[src/rtl/pctb_pkg.sv]
`timescale 1ns / 1ps
// pctb_pkg: shared types, codes and constants of the playlist chapter time builder
// used by every module of the block but pctb_ram, depends on nothing

package pctb_pkg;

	localparam int MAX_MARKS_DEF = 32;
	localparam int COUNT_W       = 6;
	localparam int NS_W          = 57;
	localparam int FPS_NUM_W     = 16;
	localparam int FPS_DEN_W     = 10;
	localparam int CHAP_W        = 6;
	localparam int QUEUE_DEPTH   = 2;

	localparam logic [7:0] MARK_KIND_ENTRY = 8'h01;

	// 45 kHz ticks to ns: sec = ((t >> 3) * RECIP_SEC) >> SEC_SHIFT, exact for 32-bit t
	localparam logic [29:0] RECIP_SEC     = 30'd781874936;
	localparam int          SEC_SHIFT     = 42;
	localparam logic [15:0] TICKS_PER_SEC = 16'd45000;
	// ms = ((2 * rem + 45) * RECIP_MS) >> MS_SHIFT, exact below 2^17
	localparam logic [16:0] MS_BIAS       = 17'd45;
	localparam logic [17:0] RECIP_MS      = 18'd186414;
	localparam int          MS_SHIFT      = 24;
	localparam logic [29:0] NS_PER_SEC    = 30'd1000000000;
	localparam logic [19:0] NS_PER_MS     = 20'd1000000;

	typedef enum logic [1:0] {
		OP_CLEAR = 2'd0,
		OP_LOAD  = 2'd1,
		OP_PLAY  = 2'd2,
		OP_NONE  = 2'd3
	} op_t;

	typedef enum logic [1:0] {
		KIND_ENTRY   = 2'd0,
		KIND_CHAPTER = 2'd1,
		KIND_ERROR   = 2'd2
	} kind_t;

	typedef enum logic [3:0] {
		ST_IDLE,
		ST_ERR,
		ST_DUR,
		ST_DWAIT,
		ST_ENTRY,
		ST_SCAN,
		ST_DECIDE,
		ST_RD,
		ST_CHK,
		ST_CWAIT,
		ST_CEMIT
	} state_t;

	typedef struct packed {
		logic [7:0]  kind;
		logic [15:0] item_ref;
		logic [31:0] stamp;
	} mark_t;

	localparam int MARK_W = $bits(mark_t);

	typedef struct packed {
		logic [31:0]        in_time;
		logic [31:0]        out_time;
		logic [4:0]         code;
		logic [15:0]        item;
		logic [COUNT_W-1:0] count;
		logic               ovf;
	} job_t;

	typedef struct packed {
		logic [FPS_NUM_W-1:0] num;
		logic [FPS_DEN_W-1:0] den;
	} fps_t;

	typedef struct packed {
		kind_t                kind;
		logic [NS_W-1:0]      duration_ns;
		logic [FPS_NUM_W-1:0] fps_numerator;
		logic [FPS_DEN_W-1:0] fps_denominator;
		logic [CHAP_W-1:0]    chapter_number;
		logic [NS_W-1:0]      chapter_time_ns;
		logic                 default_chapter;
		logic                 marks_overflowed;
		logic                 last;
	} res_t;

	function automatic fps_t fps_of(logic [3:0] code);
		fps_t r;
		r.num = '0;
		r.den = FPS_DEN_W'(1);
		case (code)
			4'd1: begin r.num = 16'd24000; r.den = 10'd1001; end
			4'd2: begin r.num = 16'd24;    r.den = 10'd1;    end
			4'd3: begin r.num = 16'd25;    r.den = 10'd1;    end
			4'd4: begin r.num = 16'd30000; r.den = 10'd1001; end
			4'd6: begin r.num = 16'd50;    r.den = 10'd1;    end
			4'd7: begin r.num = 16'd60000; r.den = 10'd1001; end
			default: begin end
		endcase
		return r;
	endfunction

endpackage

[src/rtl/pctb_ram.sv]
`timescale 1ns / 1ps
// pctb_ram: generic single write port, single read port ram with registered read
// no dependencies

module pctb_ram #(
	parameter int WIDTH = 8,
	parameter int DEPTH = 32,
	localparam int AW = (DEPTH > 1) ? $clog2(DEPTH) : 1
) (
	input  logic             clk,
	input  logic             we,
	input  logic [AW-1:0]    waddr,
	input  logic [WIDTH-1:0] wdata,
	input  logic             re,
	input  logic [AW-1:0]    raddr,
	output logic [WIDTH-1:0] rdata
);

	logic [WIDTH-1:0] mem_q [DEPTH];

	always_ff @(posedge clk) begin
		if (we) begin
			mem_q[waddr] <= wdata;
		end
		if (re) begin
			rdata <= mem_q[raddr];
		end
	end

endmodule

[src/rtl/pctb_front.sv]
`timescale 1ns / 1ps
// pctb_front: accepts input transfers, keeps mark count, play item index and overflow flag
// writes the mark store and queues play item jobs; uses pctb_pkg

module pctb_front #(
	parameter int MAX_MARKS = pctb_pkg::MAX_MARKS_DEF,
	localparam int AW = (MAX_MARKS > 1) ? $clog2(MAX_MARKS) : 1,
	localparam int CW = $clog2(MAX_MARKS + 1)
) (
	input  logic               clk,
	input  logic               arst_n,
	input  logic               item_valid,
	output logic               item_stall,
	input  logic [1:0]         operation,
	input  logic [7:0]         mark_kind,
	input  logic [15:0]        mark_item_ref,
	input  logic [31:0]        mark_time,
	input  logic [31:0]        in_time,
	input  logic [31:0]        out_time,
	input  logic signed [4:0]  frame_rate_code,
	input  logic               back_busy,
	input  logic               q_full,
	input  logic               q_empty,
	output logic               push,
	output pctb_pkg::job_t     push_job,
	output logic               ram_we,
	output logic [AW-1:0]      ram_waddr,
	output pctb_pkg::mark_t    ram_wdata
);

	pctb_pkg::op_t   op;
	logic            take;
	logic            room;
	logic [CW-1:0]   count_q;
	logic [15:0]     index_q;
	logic            ovf_q;

	assign op = pctb_pkg::op_t'(operation);

	// store updates wait until no play item is pending
	always_comb begin
		item_stall = 1'b0;
		unique case (op) inside
			pctb_pkg::OP_CLEAR, pctb_pkg::OP_LOAD: item_stall = back_busy || !q_empty;
			pctb_pkg::OP_PLAY:                     item_stall = q_full;
			pctb_pkg::OP_NONE:                     item_stall = 1'b0;
		endcase
	end

	assign take = item_valid && !item_stall;
	assign room = count_q < CW'(MAX_MARKS);

	assign ram_we           = take && (op == pctb_pkg::OP_LOAD) && room;
	assign ram_waddr        = count_q[AW-1:0];
	assign ram_wdata.kind     = mark_kind;
	assign ram_wdata.item_ref = mark_item_ref;
	assign ram_wdata.stamp    = mark_time;

	assign push              = take && (op == pctb_pkg::OP_PLAY);
	assign push_job.in_time  = in_time;
	assign push_job.out_time = out_time;
	assign push_job.code     = frame_rate_code;
	assign push_job.item     = index_q;
	assign push_job.count    = pctb_pkg::COUNT_W'(count_q);
	assign push_job.ovf      = ovf_q;

	always_ff @(posedge clk or negedge arst_n) begin
		if (!arst_n) begin
			count_q <= '0;
			index_q <= '0;
			ovf_q   <= 1'b0;
		end else if (take) begin
			unique case (op)
				pctb_pkg::OP_CLEAR: begin
					count_q <= '0;
					index_q <= '0;
					ovf_q   <= 1'b0;
				end
				pctb_pkg::OP_LOAD: begin
					if (room) begin
						count_q <= count_q + CW'(1);
					end else begin
						ovf_q <= 1'b1;
					end
				end
				pctb_pkg::OP_PLAY: index_q <= index_q + 16'd1;
				pctb_pkg::OP_NONE: begin end
			endcase
		end
	end

endmodule

[src/rtl/pctb_queue.sv]
`timescale 1ns / 1ps
// pctb_queue: two entry job queue between front and back
// uses pctb_pkg

module pctb_queue (
	input  logic           clk,
	input  logic           arst_n,
	input  logic           push,
	input  pctb_pkg::job_t push_job,
	input  logic           pop,
	output pctb_pkg::job_t head,
	output logic           full,
	output logic           empty
);

	pctb_pkg::job_t mem_q [pctb_pkg::QUEUE_DEPTH];
	logic           wr_ptr_q;
	logic           rd_ptr_q;
	logic [1:0]     cnt_q;
	logic           do_push;
	logic           do_pop;

	assign full    = cnt_q == 2'(pctb_pkg::QUEUE_DEPTH);
	assign empty   = cnt_q == 2'd0;
	assign head    = mem_q[rd_ptr_q];
	assign do_push = push && !full;
	assign do_pop  = pop && !empty;

	always_ff @(posedge clk) begin
		if (do_push) begin
			mem_q[wr_ptr_q] <= push_job;
		end
	end

	always_ff @(posedge clk or negedge arst_n) begin
		if (!arst_n) begin
			wr_ptr_q <= 1'b0;
			rd_ptr_q <= 1'b0;
			cnt_q    <= 2'd0;
		end else begin
			if (do_push) begin
				wr_ptr_q <= !wr_ptr_q;
			end
			if (do_pop) begin
				rd_ptr_q <= !rd_ptr_q;
			end
			if (do_push && !do_pop) begin
				cnt_q <= cnt_q + 2'd1;
			end else if (do_pop && !do_push) begin
				cnt_q <= cnt_q - 2'd1;
			end
		end
	end

endmodule

[src/rtl/pctb_conv.sv]
`timescale 1ns / 1ps
// pctb_conv: five stage pipeline turning 45 kHz ticks into ns rounded to the millisecond
// uses pctb_pkg constants

module pctb_conv (
	input  logic                      clk,
	input  logic                      arst_n,
	input  logic                      start,
	input  logic [31:0]               ticks,
	output logic                      done,
	output logic [pctb_pkg::NS_W-1:0] ns
);

	logic        v_s1, v_s2, v_s3, v_s4;
	logic [31:0] t_s1, t_s2;
	logic [58:0] prod_s2;
	logic [16:0] sec_s3;
	logic [15:0] rem_s3;
	logic [34:0] p_s4;
	logic [46:0] secns_s4;
	logic [pctb_pkg::NS_W-1:0] ns_q;
	logic        done_q;

	logic [16:0] sec;
	logic [32:0] sec_ticks;
	logic [31:0] rem_full;
	logic [16:0] ms_arg;
	logic [10:0] ms;
	logic [29:0] ms_ns;

	always_comb begin
		sec       = prod_s2[pctb_pkg::SEC_SHIFT +: 17];
		sec_ticks = 33'(sec) * 33'(pctb_pkg::TICKS_PER_SEC);
		rem_full  = t_s2 - sec_ticks[31:0];
		ms_arg    = {rem_s3, 1'b0} + pctb_pkg::MS_BIAS;
		ms        = p_s4[pctb_pkg::MS_SHIFT +: 11];
		ms_ns     = 30'(ms) * 30'(pctb_pkg::NS_PER_MS);
	end

	always_ff @(posedge clk) begin
		if (start) begin
			t_s1 <= ticks;
		end
		prod_s2  <= 59'(t_s1[31:3]) * 59'(pctb_pkg::RECIP_SEC);
		t_s2     <= t_s1;
		sec_s3   <= sec;
		rem_s3   <= rem_full[15:0];
		p_s4     <= 35'(ms_arg) * 35'(pctb_pkg::RECIP_MS);
		secns_s4 <= 47'(sec_s3) * 47'(pctb_pkg::NS_PER_SEC);
		if (v_s4) begin
			ns_q <= pctb_pkg::NS_W'(secns_s4) + pctb_pkg::NS_W'(ms_ns);
		end
	end

	always_ff @(posedge clk or negedge arst_n) begin
		if (!arst_n) begin
			v_s1   <= 1'b0;
			v_s2   <= 1'b0;
			v_s3   <= 1'b0;
			v_s4   <= 1'b0;
			done_q <= 1'b0;
		end else begin
			v_s1   <= start;
			v_s2   <= v_s1;
			v_s3   <= v_s2;
			v_s4   <= v_s3;
			done_q <= v_s4;
		end
	end

	assign done = done_q;
	assign ns   = ns_q;

endmodule

[src/rtl/pctb_back.sv]
`timescale 1ns / 1ps
// pctb_back: per play item sequencer, scans the mark store and issues results
// into the output register; uses pctb_pkg, drives pctb_conv and the mark store read port

module pctb_back #(
	parameter int MAX_MARKS = pctb_pkg::MAX_MARKS_DEF,
	localparam int AW = (MAX_MARKS > 1) ? $clog2(MAX_MARKS) : 1,
	localparam int CW = $clog2(MAX_MARKS + 1)
) (
	input  logic                      clk,
	input  logic                      arst_n,
	input  logic                      q_empty,
	input  pctb_pkg::job_t            q_head,
	output logic                      pop,
	output logic                      busy,
	output logic                      ram_re,
	output logic [AW-1:0]             ram_raddr,
	input  pctb_pkg::mark_t           rd_mark,
	output logic                      conv_start,
	output logic [31:0]               conv_ticks,
	input  logic                      conv_done,
	input  logic [pctb_pkg::NS_W-1:0] conv_ns,
	input  logic                      result_stall,
	output logic                      result_valid,
	output pctb_pkg::res_t            result
);

	pctb_pkg::state_t state_q, state_d;
	pctb_pkg::job_t   job_q;
	pctb_pkg::res_t   res_d, res_q;
	pctb_pkg::fps_t   fps;
	logic             res_valid_q;
	logic             out_free;
	logic             emit;
	logic             hit;
	logic             chap_last;
	logic [CW-1:0]    cnt;
	logic [CW-1:0]    addr_q;
	logic             pend_q;
	logic             found_q;
	logic [CW-1:0]    first_idx_q;
	logic [31:0]      first_time_q;
	logic [CW-1:0]    matches_q;
	logic [CW-1:0]    chap_q;
	logic [31:0]      offset_q;

	assign cnt       = job_q.count[CW-1:0];
	assign out_free  = !res_valid_q || !result_stall;
	assign hit       = (rd_mark.kind == pctb_pkg::MARK_KIND_ENTRY) && (rd_mark.item_ref == job_q.item);
	assign chap_last = chap_q == matches_q;
	assign fps       = pctb_pkg::fps_of(job_q.code[3:0]);
	assign busy      = state_q != pctb_pkg::ST_IDLE;

	always_ff @(posedge clk or negedge arst_n) begin
		if (!arst_n) begin
			state_q <= pctb_pkg::ST_IDLE;
		end else begin
			state_q <= state_d;
		end
	end

	always_comb begin
		state_d    = state_q;
		pop        = 1'b0;
		ram_re     = 1'b0;
		ram_raddr  = addr_q[AW-1:0];
		conv_start = 1'b0;
		conv_ticks = job_q.out_time - job_q.in_time;
		emit       = 1'b0;

		res_d.kind             = pctb_pkg::KIND_ENTRY;
		res_d.duration_ns      = '0;
		res_d.fps_numerator    = '0;
		res_d.fps_denominator  = pctb_pkg::FPS_DEN_W'(1);
		res_d.chapter_number   = '0;
		res_d.chapter_time_ns  = '0;
		res_d.default_chapter  = 1'b0;
		res_d.marks_overflowed = job_q.ovf;
		res_d.last             = 1'b0;

		unique case (state_q)
			pctb_pkg::ST_IDLE: begin
				if (!q_empty) begin
					pop     = 1'b1;
					state_d = q_head.code[4] ? pctb_pkg::ST_ERR : pctb_pkg::ST_DUR;
				end
			end
			pctb_pkg::ST_ERR: begin
				res_d.kind = pctb_pkg::KIND_ERROR;
				res_d.last = 1'b1;
				if (out_free) begin
					emit    = 1'b1;
					state_d = pctb_pkg::ST_IDLE;
				end
			end
			pctb_pkg::ST_DUR: begin
				conv_start = 1'b1;
				state_d    = pctb_pkg::ST_DWAIT;
			end
			pctb_pkg::ST_DWAIT: begin
				if (conv_done) begin
					state_d = pctb_pkg::ST_ENTRY;
				end
			end
			pctb_pkg::ST_ENTRY: begin
				res_d.duration_ns     = conv_ns;
				res_d.fps_numerator   = fps.num;
				res_d.fps_denominator = fps.den;
				if (out_free) begin
					emit    = 1'b1;
					state_d = pctb_pkg::ST_SCAN;
				end
			end
			pctb_pkg::ST_SCAN: begin
				if (addr_q != cnt) begin
					ram_re = 1'b1;
				end else if (!pend_q) begin
					state_d = pctb_pkg::ST_DECIDE;
				end
			end
			pctb_pkg::ST_DECIDE: begin
				if (matches_q == '0) begin
					res_d.kind            = pctb_pkg::KIND_CHAPTER;
					res_d.chapter_number  = pctb_pkg::CHAP_W'(1);
					res_d.default_chapter = 1'b1;
					res_d.last            = 1'b1;
					if (out_free) begin
						emit    = 1'b1;
						state_d = pctb_pkg::ST_IDLE;
					end
				end else begin
					state_d = pctb_pkg::ST_RD;
				end
			end
			pctb_pkg::ST_RD: begin
				ram_re  = 1'b1;
				state_d = pctb_pkg::ST_CHK;
			end
			pctb_pkg::ST_CHK: begin
				if (hit) begin
					conv_start = 1'b1;
					conv_ticks = rd_mark.stamp - offset_q;
					state_d    = pctb_pkg::ST_CWAIT;
				end else begin
					state_d = pctb_pkg::ST_RD;
				end
			end
			pctb_pkg::ST_CWAIT: begin
				if (conv_done) begin
					state_d = pctb_pkg::ST_CEMIT;
				end
			end
			pctb_pkg::ST_CEMIT: begin
				res_d.kind            = pctb_pkg::KIND_CHAPTER;
				res_d.chapter_number  = pctb_pkg::CHAP_W'(chap_q);
				res_d.chapter_time_ns = conv_ns;
				res_d.last            = chap_last;
				if (out_free) begin
					emit    = 1'b1;
					state_d = chap_last ? pctb_pkg::ST_IDLE : pctb_pkg::ST_RD;
				end
			end
			default: state_d = pctb_pkg::ST_IDLE;
		endcase
	end

	always_ff @(posedge clk) begin
		if (pop) begin
			job_q <= q_head;
		end
		if (emit) begin
			res_q <= res_d;
		end
		if (state_q == pctb_pkg::ST_SCAN && pend_q && hit && !found_q) begin
			first_idx_q  <= addr_q - CW'(1);
			first_time_q <= rd_mark.stamp;
		end
		if (state_q == pctb_pkg::ST_DECIDE) begin
			offset_q <= (job_q.in_time < first_time_q) ? job_q.in_time : first_time_q;
		end
	end

	always_ff @(posedge clk or negedge arst_n) begin
		if (!arst_n) begin
			res_valid_q <= 1'b0;
			addr_q      <= '0;
			pend_q      <= 1'b0;
			found_q     <= 1'b0;
			matches_q   <= '0;
			chap_q      <= '0;
		end else begin
			if (emit) begin
				res_valid_q <= 1'b1;
			end else if (!result_stall) begin
				res_valid_q <= 1'b0;
			end
			unique case (state_q)
				pctb_pkg::ST_DUR: begin
					addr_q    <= '0;
					pend_q    <= 1'b0;
					found_q   <= 1'b0;
					matches_q <= '0;
				end
				pctb_pkg::ST_SCAN: begin
					pend_q <= ram_re;
					if (ram_re) begin
						addr_q <= addr_q + CW'(1);
					end
					if (pend_q && hit) begin
						found_q   <= 1'b1;
						matches_q <= matches_q + CW'(1);
					end
				end
				pctb_pkg::ST_DECIDE: begin
					addr_q <= first_idx_q;
					chap_q <= CW'(1);
				end
				pctb_pkg::ST_CHK: begin
					if (!hit) begin
						addr_q <= addr_q + CW'(1);
					end
				end
				pctb_pkg::ST_CEMIT: begin
					if (out_free) begin
						addr_q <= addr_q + CW'(1);
						chap_q <= chap_q + CW'(1);
					end
				end
				default: begin end
			endcase
		end
	end

	assign result_valid = res_valid_q;
	assign result       = res_q;

endmodule

[src/rtl/playlist_chapter_time_builder.sv]
`timescale 1ns / 1ps
// playlist_chapter_time_builder: top level, front, job queue, back, tick converter, mark store
// uses pctb_pkg, pctb_front, pctb_queue, pctb_back, pctb_conv, pctb_ram

// Clear and load transfers are held off while a play item is queued or in progress,
// since the mark store is read by the back end. A play item with no primary video
// gives a single error result. Otherwise the back end runs the tick-to-ns pipeline
// for the duration, reads the mark store once per stored mark for the first pass,
// then re-reads from the first matching mark, running the conversion and the output
// register for each emitted chapter. The single read port of the mark store and the
// shared converter bound how fast a play item completes. Up to two play items wait in
// the job queue, and the output register lets the next result be prepared while the
// current one is stalled. No clearing pass after reset.

module playlist_chapter_time_builder #(
	parameter int MAX_MARKS = pctb_pkg::MAX_MARKS_DEF
) (
	input  logic                           clk,
	input  logic                           arst_n,
	input  logic                           item_valid,
	output logic                           item_stall,
	input  logic [1:0]                     operation,
	input  logic [7:0]                     mark_kind,
	input  logic [15:0]                    mark_item_ref,
	input  logic [31:0]                    mark_time,
	input  logic [31:0]                    in_time,
	input  logic [31:0]                    out_time,
	input  logic signed [4:0]              frame_rate_code,
	output logic                           result_valid,
	input  logic                           result_stall,
	output logic [1:0]                     kind,
	output logic [pctb_pkg::NS_W-1:0]      duration_ns,
	output logic [pctb_pkg::FPS_NUM_W-1:0] fps_numerator,
	output logic [pctb_pkg::FPS_DEN_W-1:0] fps_denominator,
	output logic [pctb_pkg::CHAP_W-1:0]    chapter_number,
	output logic [pctb_pkg::NS_W-1:0]      chapter_time_ns,
	output logic                           default_chapter,
	output logic                           marks_overflowed,
	output logic                           last
);

	localparam int AW = (MAX_MARKS > 1) ? $clog2(MAX_MARKS) : 1;

	logic                      back_busy;
	logic                      q_full;
	logic                      q_empty;
	logic                      push;
	logic                      pop;
	pctb_pkg::job_t            push_job;
	pctb_pkg::job_t            q_head;
	logic                      ram_we;
	logic [AW-1:0]             ram_waddr;
	pctb_pkg::mark_t           ram_wdata;
	logic                      ram_re;
	logic [AW-1:0]             ram_raddr;
	pctb_pkg::mark_t           rd_mark;
	logic                      conv_start;
	logic [31:0]               conv_ticks;
	logic                      conv_done;
	logic [pctb_pkg::NS_W-1:0] conv_ns;
	pctb_pkg::res_t            result;

	pctb_front #(.MAX_MARKS(MAX_MARKS)) u_front (
		.clk             (clk),
		.arst_n          (arst_n),
		.item_valid      (item_valid),
		.item_stall      (item_stall),
		.operation       (operation),
		.mark_kind       (mark_kind),
		.mark_item_ref   (mark_item_ref),
		.mark_time       (mark_time),
		.in_time         (in_time),
		.out_time        (out_time),
		.frame_rate_code (frame_rate_code),
		.back_busy       (back_busy),
		.q_full          (q_full),
		.q_empty         (q_empty),
		.push            (push),
		.push_job        (push_job),
		.ram_we          (ram_we),
		.ram_waddr       (ram_waddr),
		.ram_wdata       (ram_wdata)
	);

	pctb_queue u_queue (
		.clk      (clk),
		.arst_n   (arst_n),
		.push     (push),
		.push_job (push_job),
		.pop      (pop),
		.head     (q_head),
		.full     (q_full),
		.empty    (q_empty)
	);

	pctb_ram #(.WIDTH(pctb_pkg::MARK_W), .DEPTH(MAX_MARKS)) u_marks (
		.clk   (clk),
		.we    (ram_we),
		.waddr (ram_waddr),
		.wdata (ram_wdata),
		.re    (ram_re),
		.raddr (ram_raddr),
		.rdata (rd_mark)
	);

	pctb_conv u_conv (
		.clk    (clk),
		.arst_n (arst_n),
		.start  (conv_start),
		.ticks  (conv_ticks),
		.done   (conv_done),
		.ns     (conv_ns)
	);

	pctb_back #(.MAX_MARKS(MAX_MARKS)) u_back (
		.clk          (clk),
		.arst_n       (arst_n),
		.q_empty      (q_empty),
		.q_head       (q_head),
		.pop          (pop),
		.busy         (back_busy),
		.ram_re       (ram_re),
		.ram_raddr    (ram_raddr),
		.rd_mark      (rd_mark),
		.conv_start   (conv_start),
		.conv_ticks   (conv_ticks),
		.conv_done    (conv_done),
		.conv_ns      (conv_ns),
		.result_stall (result_stall),
		.result_valid (result_valid),
		.result       (result)
	);

	assign kind             = result.kind;
	assign duration_ns      = result.duration_ns;
	assign fps_numerator    = result.fps_numerator;
	assign fps_denominator  = result.fps_denominator;
	assign chapter_number   = result.chapter_number;
	assign chapter_time_ns  = result.chapter_time_ns;
	assign default_chapter  = result.default_chapter;
	assign marks_overflowed = result.marks_overflowed;
	assign last             = result.last;

endmodule

[config.mk]
export PLATFORM = sky130hd
export DESIGN_NAME = playlist_chapter_time_builder
export DESIGN_NICKNAME = d
export VERILOG_FILES = /design/src/rtl/pctb_pkg.sv /design/src/rtl/pctb_ram.sv /design/src/rtl/pctb_front.sv /design/src/rtl/pctb_queue.sv /design/src/rtl/pctb_conv.sv /design/src/rtl/pctb_back.sv /design/src/rtl/playlist_chapter_time_builder.sv
export SDC_FILE = /design/constraint.sdc
export NUM_CORES = 2
export LEC_CHECK = 0
export BUFFER_PORTS_ARGS = -buffer_cell sky130_fd_sc_hd__buf_2
export CORE_ASPECT_RATIO = 1.2
export CORE_UTILIZATION = 63
export DETAILED_ROUTE_END_ITERATION = 7
export GPL_TIMING_DRIVEN = 0
export PLACE_DENSITY = 0.8
export SKIP_CTS_REPAIR_TIMING = 1
export SLEW_MARGIN = 20
export SYNTH_ARGS = -nofsm -noshare
export SYNTH_HDL_FRONTEND = slang
export SYNTH_SLANG_ARGS = --single-unit
[constraint.sdc]
create_clock -name clk -period 7.7 [get_ports clk]
set_input_delay 0.77 -clock clk [delete_from_list [all_inputs] [get_ports clk]]
set_output_delay 0.77 -clock clk [all_outputs]
set_load 0.01 [all_outputs]
# Word level (Yosys, flattened, before mapping)
# Memory sizes are Yosys's and may differ from the RTL's. A register that Yosys moved wholly into a read port is not among the register bits.
# Index checks and enable logic that the tools add are counted.
[totals]
latch_bits = 0
output_inout_bits = 153
romBits = 0
mem_bits_rw = 1976
reg_bits = 635
memories = 2
[op_classes]
n_eq_ne = 37
n_addsub = 13
muxes = 57
n_reduce_logical = 45
n_div = 0
order_cmp = 2
bitwise_logic = 0
multipliers = 5
shift = 0
[memory_table]
columns = ["name", "depth", "width", "rd", "rd_ports_with_merged_regs", "wr", "line", "rtl"]
rows = [
  ["u_marks.mem_q", 32, 56, 1, 1, 1, "pctb_ram.sv:19", "logic [WIDTH-1:0] mem_q [DEPTH];"],
  ["u_queue.mem_q", 2, 92, 1, 0, 1, "pctb_queue.sv:16", "pctb_pkg::job_t mem_q [pctb_pkg::QUEUE_DEPTH];"],
]
[op_table]
columns = ["operator", "count"]
rows = [
  ["$pmux W26 S6", 1],
  ["$mux W32", 3],
  ["$sub A32 B32 Y32", 2],
  ["$mul A29 B27 Y56 const B", 1],
  ["$add A47 B30 Y48", 1],
  ["$pmux W6 S2", 4],
  ["$pmux W4 S11", 1],
  ["$mux W4", 10],
  ["$mul A17 B21 Y38 const B", 1],
  ["$mux W6", 6],
  ["$mul A17 B17 Y34 const B", 1],
  ["$lt A32 B32 Y1", 1],
  ["$pmux W16 S2", 1],
  ["$pmux W6 S5", 1],
  ["$eq A4 B3 Y1 const B", 7],
  ["$add A6 B1 Y6 const B", 4],
  ["$mul A11 B14 Y24 const B", 1],
  ["$ne A2 B2 Y1 const B", 9],
  ["$add A17 B6 Y17 const B", 1],
  ["$mul A17 B13 Y13 const B", 1],
  ["$mux W1", 17],
  ["$add A16 B1 Y16 const B", 1],
  ["$eq A16 B16 Y1", 1],
  ["$eq A4 B2 Y1 const B", 4],
  ["other kinds (33)", 79],
]

# Longest topological paths before layout
[logic_depth]
depth_word = 12
mapped_depth = 27
depth_no_buf = 27

# By module
# A second synthesis with hierarchy kept.
[hier_totals]
cells_unflattened = 9320
area_unflattened_um2 = 133240.3
[modules_own_cells]
columns = ["module", "area_each_um2", "cells_each", "seq_area_each_um2", "instances"]
rows = [
  ["pctb_ram", 71354.7, 3917, 55493.2, 1],
  ["pctb_conv", 35720.5, 3387, 4649.5, 1],
  ["pctb_back", 16803.6, 1445, 9544.2, 1],
  ["pctb_queue", 7116.8, 305, 5625.4, 1],
  ["pctb_front", 2244.7, 266, 575.6, 1],
]

# Worst setup path after synthesis
# OpenSTA, ideal clock, no wires.
[synth_timing]
kind = "register to register"
startpoint = "reg u_back.state_q[3]"
endpoint = "reg u_back.res_q (netlist bit u_back.result[0]), enable pin"
setup_ps = 572
stages_incl_launch_ff = 10
synth_period_minus_slack_ps = 6349
arrival_time_ps = 5777
slack_ps = 1351
t_required_ps = 7128
path_cell_list = "dfrtp_1 -> buf_2 -> clkbuf_1 -> nor2_1 -> nand2_1 -> inv_1 -> and2_1 -> clkbuf_1 -> nor4_1 -> nor2_1"
[synth_via]
elab_chain_len = 3
[synth_lines]
columns = ["element", "line", "rtl"]
rows = [
  ["from (decl)", "pctb_back.sv:28", "pctb_pkg::state_t state_q, state_d;"],
  ["from (signal assigned)", "pctb_back.sv:56", "state_q <= pctb_pkg::ST_IDLE;"],
  ["from (signal assigned)", "pctb_back.sv:58", "state_q <= state_d;"],
  ["$eq A4 B1 Y1, or another cell as far along", "pctb_back.sv:81", "unique case (state_q)"],
  ["$reduce_or A3 Y1 (no line)", "--", ""],
  ["$pmux W1 S2 *", "pctb_back.sv:81", ""],
  ["net u_back.emit", "pctb_back.sv:34", "logic emit;"],
  ["to (signal assigned)", "pctb_back.sv:172", "res_q <= res_d;"],
  ["to (decl)", "pctb_back.sv:30", "pctb_pkg::res_t res_d, res_q;"],
]
# Mark *: on every way through the listed nets, which the timed path passes. The rest lies on a longest branch.
# A chain may end at the register's enable or synchronous reset.

# Final worst setup path
[layout_timing]
startpoint = "reg u_conv.t_s1[15]"
endpoint = "reg u_conv.prod_s2[57]"
[layout_via]
elab_chain_len = 1
[layout_lines]
columns = ["element", "line", "rtl"]
rows = [
  ["from (decl)", "pctb_conv.sv:15", "logic [31:0] t_s1, t_s2;"],
  ["from (signal assigned)", "pctb_conv.sv:42", "t_s1 <= ticks;"],
  ["$mul A29 B27 Y56", "pctb_conv.sv:44", "prod_s2 <= 59'(t_s1[31:3]) * 59'(pctb_pkg::RECIP_SEC);"],
  ["to (signal assigned)", "pctb_conv.sv:44", ""],
  ["to (decl)", "pctb_conv.sv:16", "logic [58:0] prod_s2;"],
]
# No other way between the ends.

==> out/metrics.cfg <==
[outcome]
outcome = complete, no violations

[timing]
finalHoldViolations = 0
finalSetupViolCount = 0
period_needed_ns = 7.298
slew_violations = 0
final.setup.worst_slack_ns = 0.4023
fin_crit_sh_pct = 94.78
hold_ws_ns = 0.07432
rsz0062_at_grt = false
relSlewSlack_pct = 16.77
timing.fmax_mhz = 137.0
finClkSkew_ns = 0.05724
worst_slew_pin_slew_ns = 1.248

[power]
pwr-share-seq_pct = 55.3
internal_power_uw = 21840
p_comb_share_pct = 1.9
p_clk_share_pct = 42.9
power.leakage_uw = 0.05509
vdd.ir_drop.worst_v = 0.0002540
p_per_area_nw_per_um2 = 191.5
p_sw_uw = 5788
p_sw_share_pct = 20.95

[final_layout]
instances_no_fill = 11300
postLayoutCoreUtil_pct = 71.09
num-nets-final = 10030
final_common_cell = edfxtp_1
fillers = 12140
drive_gt1_share_pct = 19.00
syn_to_final_growth_pct = 12.09
layout_common_cells = 2373 x edfxtp_1, 1235 x inv_1, 792 x ha_1

[global_route]
grt_first_pass_wirelength_um = 509200
grt_use_total_pct = 34.53
grt_overflow = 0
grt_max_degree = 71
antenna_found_initial = 44
grt_pass1_vias = 77250

[clock_network]
numCtsBuffers = 227
clkSinkCount = 2545
ctsHtreeMaxLevel = 4
insertion_delay_ns = 0.91
clk_pin_slew_ns = 0.06
ctsLongestPathBuffers = 3
cts_tree = built
cts_root_buf = clkbuf_16

[synth]
synth_fa_ha_area_share_pct = 18.20
synth_edf_count = 2373
synth_compound_area_share_pct = 2.794
mappedNetlistArea_um2 = 128700
yosys_warnings = 0
ys_ff_latch = 2545
ys_types = 97
avgSynthCellArea_um2 = 16.50
synth_ff_type = edfxtp_1
yosys.area_share.simple_pct = 2.880
synthCells = 7798
async_flop_share_pct = 2.240
seq_area_frac_synth_pct = 58.27
synth_xor_area_share_pct = 1.892
synth_mux_area_share_pct = 11.47
synth_top_family_by_area = adder cells

[critical_path]
worst-path-buf-inv = 6
arrival_ns = 8.08
cp_max_fo = 8
cp_cell_sequence = inv_1, fa_1, inv_1, ha_1, inv_1, fa_1, fa_1, inv_1, fa_1, fa_1, inv_1, fa_1, inv_1, ha_1, a211oi_1, o21ai_0, a221oi_2, o2111ai_1, a21oi_1, o31ai_2, a31oi_1, nand2b_1, a21oi_1, xnor2_1
crit_path_start_kind = flop
critical_path.top_delay_family = adder cells
worst-setup-path-type = reg2reg
endpoint_kind = flop
slowest_stage = edfxtp_1
required_ns = 8.48
cp_slowest_stage_delay_ns = 0.77

[min_path]
holdCritPathClass = in2reg

[placed_design]
dp.cells = 10850
hpwl_um = 234800
gp_congestion = 0.9578
io_buffers = 248
dp_slack_ns = 0.1064

[route]
remaining_drc_errors = 0
wl_um = 351600
viasPerCell = 6.419
vias = 72540
detail-route-antenna-nets = 0
drt_iter0_drc = 7875
first_pass_iters = 6
wl_per_cell_um = 31.12

[die]
core-area_um2 = 202900
die_h_um = 497.1
die-area_um2 = 206100
start_util_pct = 63.42
io_pins = 284
fp-row-count = 181
fp.dieW_um = 414.6

[run]
drv_cap = 0

cell families (layout without fill, tap and decap cells):
kind of cell / count (synthesis) / count (layout)
buf+inv: 1474 / 2269
flops: 2545 / 2545
other cells: 2 / 57
simple gates: 728 / 728
xor+xnor: 278 / 278
compound gates: 548 / 548
mux: 756 / 756
fa+ha+maj: 1467 / 1467
synth_stat cells (5+ instances only):
library cell	count	area (µm²)
nor2_1	186	698.2
o31ai_1	12	90.09
nand3b_1	8	60.06
a41oi_1	6	52.55
dfxtp_1	115	2302
xor2_1	100	875.8
buf_4	46	345.3
nand3_1	72	360.4
o21bai_1	22	165.2
fa_1	675	13510
nor2b_1	26	162.7
a21oi_1	167	835.8
nand2b_1	33	206.5
nand4_1	27	168.9
a21o_1	69	518.0
a31oi_1	17	106.4
or3_1	12	75.07
mux2_2	152	1712
buf_1	20	75.07
nor3_1	42	210.2
ha_1	792	9910
mux2i_1	43	430.4
nand2_1	139	521.8
edfxtp_1	2373	71260
a211oi_1	12	90.09
and3_1	74	462.9
mux4_2	560	12610
o211ai_1	6	45.04
and2_1	50	312.8
o21ai_1	19	95.09
clkbuf_1	128	480.5
dfrtp_1	57	1426
or2_2	7	43.79
a21boi_0	5	37.54
o2111ai_1	5	43.79
and4_1	13	113.9
buf_2	42	210.2
xnor2_1	178	1559
a211o_1	5	43.79
nor4_1	13	81.33
inv_1	1236	4639
o21a_1	28	210.2
o21ai_0	113	565.5
worst register-to-register path, delay by kind of cell, from the launching register on:
kind	cells	cell delay (ns)
flip-flops	1	0.77
AND/OR/NAND/NOR	1	0.14
XOR/XNOR	1	0.13
adder cells (fa/ha/maj)	8	3.59
AO/OA/AOI/OAI	8	2.05
buffers and inverters	6	0.55
power by group through the flow:
stage	registers, µW	clock network (µW)	logic (µW)
CTS	15300	11900	507
finish	15300	11800	517
global route	15300	12400	537
detailed placement	15600	0	486
floorplan	15500	0	176
global placement	15600	0	391
layer usage:
layer	GRT usage, %	vias up	routed length, µm
li1	-	29660	-
met1	38.29	36940	110600
met2	60.49	4537	183300
met3	6.342	1375	29530
met4	23.53	36	27930
met5	0	-	231
sequential cells by signal (all words and copies together) (netlist names), 32 cells and up:
register / cells
u_queue.mem_q: 184
u_marks.rdata: 56
u_marks.mem_q: 1792
u_back.result: 106
u_conv.t_s1: 32
u_back.first_time_q: 32
u_back.job_q: 85
u_back.offset_q: 32
u_conv.ns: 42
u_conv.secns_s4: 38
through the flow:
stage          cell area (µm²)  setup TNS [ns]  power (µW)
2_1_floorplan           128800               0       15720
5_1_grt                 144200               0       28160
3_3_place_gp            133400        -1407.78       15950
6_report                144200               0       27630
4_1_cts                 144100               0       27660
3_5_place_dp            136500               0       16040
final timing paths:
path                                 startpoint                   end  slack (ns)  cells after the start
worst max-delay path            u_conv.t_s1[15]    u_conv.prod_s2[57]        0.40                     24
worst min-delay path                in_time[22]  u_queue.mem_q[1][82]        0.07                      1
worst max register to register  u_conv.t_s1[15]    u_conv.prod_s2[57]        0.40                     24
worst min register to register   u_conv.t_s1[0]        u_conv.t_s2[0]        0.31                      0
max in group asynchronous                arst_n           u_conv.v_s4        6.56                      2
min in group asynchronous                arst_n           u_conv.done        0.53                      2
layout make-up:
type | count | area (µm²) | share of cell area [%]
antenna | 22 | 55.05 | 0.03817
buffer | 238 | 1167 | 0.8093
clock buffer | 271 | 5998 | 4.158
clock inverter | 153 | 1615 | 1.120
inverter | 1236 | 4644 | 3.220
multi-input combinational | 3812 | 48380 | 33.54
sequential | 2545 | 74990 | 51.99
tap | 2653 | 3319 | 2.301
timing repair buffer | 371 | 4083 | 2.830
Power figures use the tool's default switching activity.
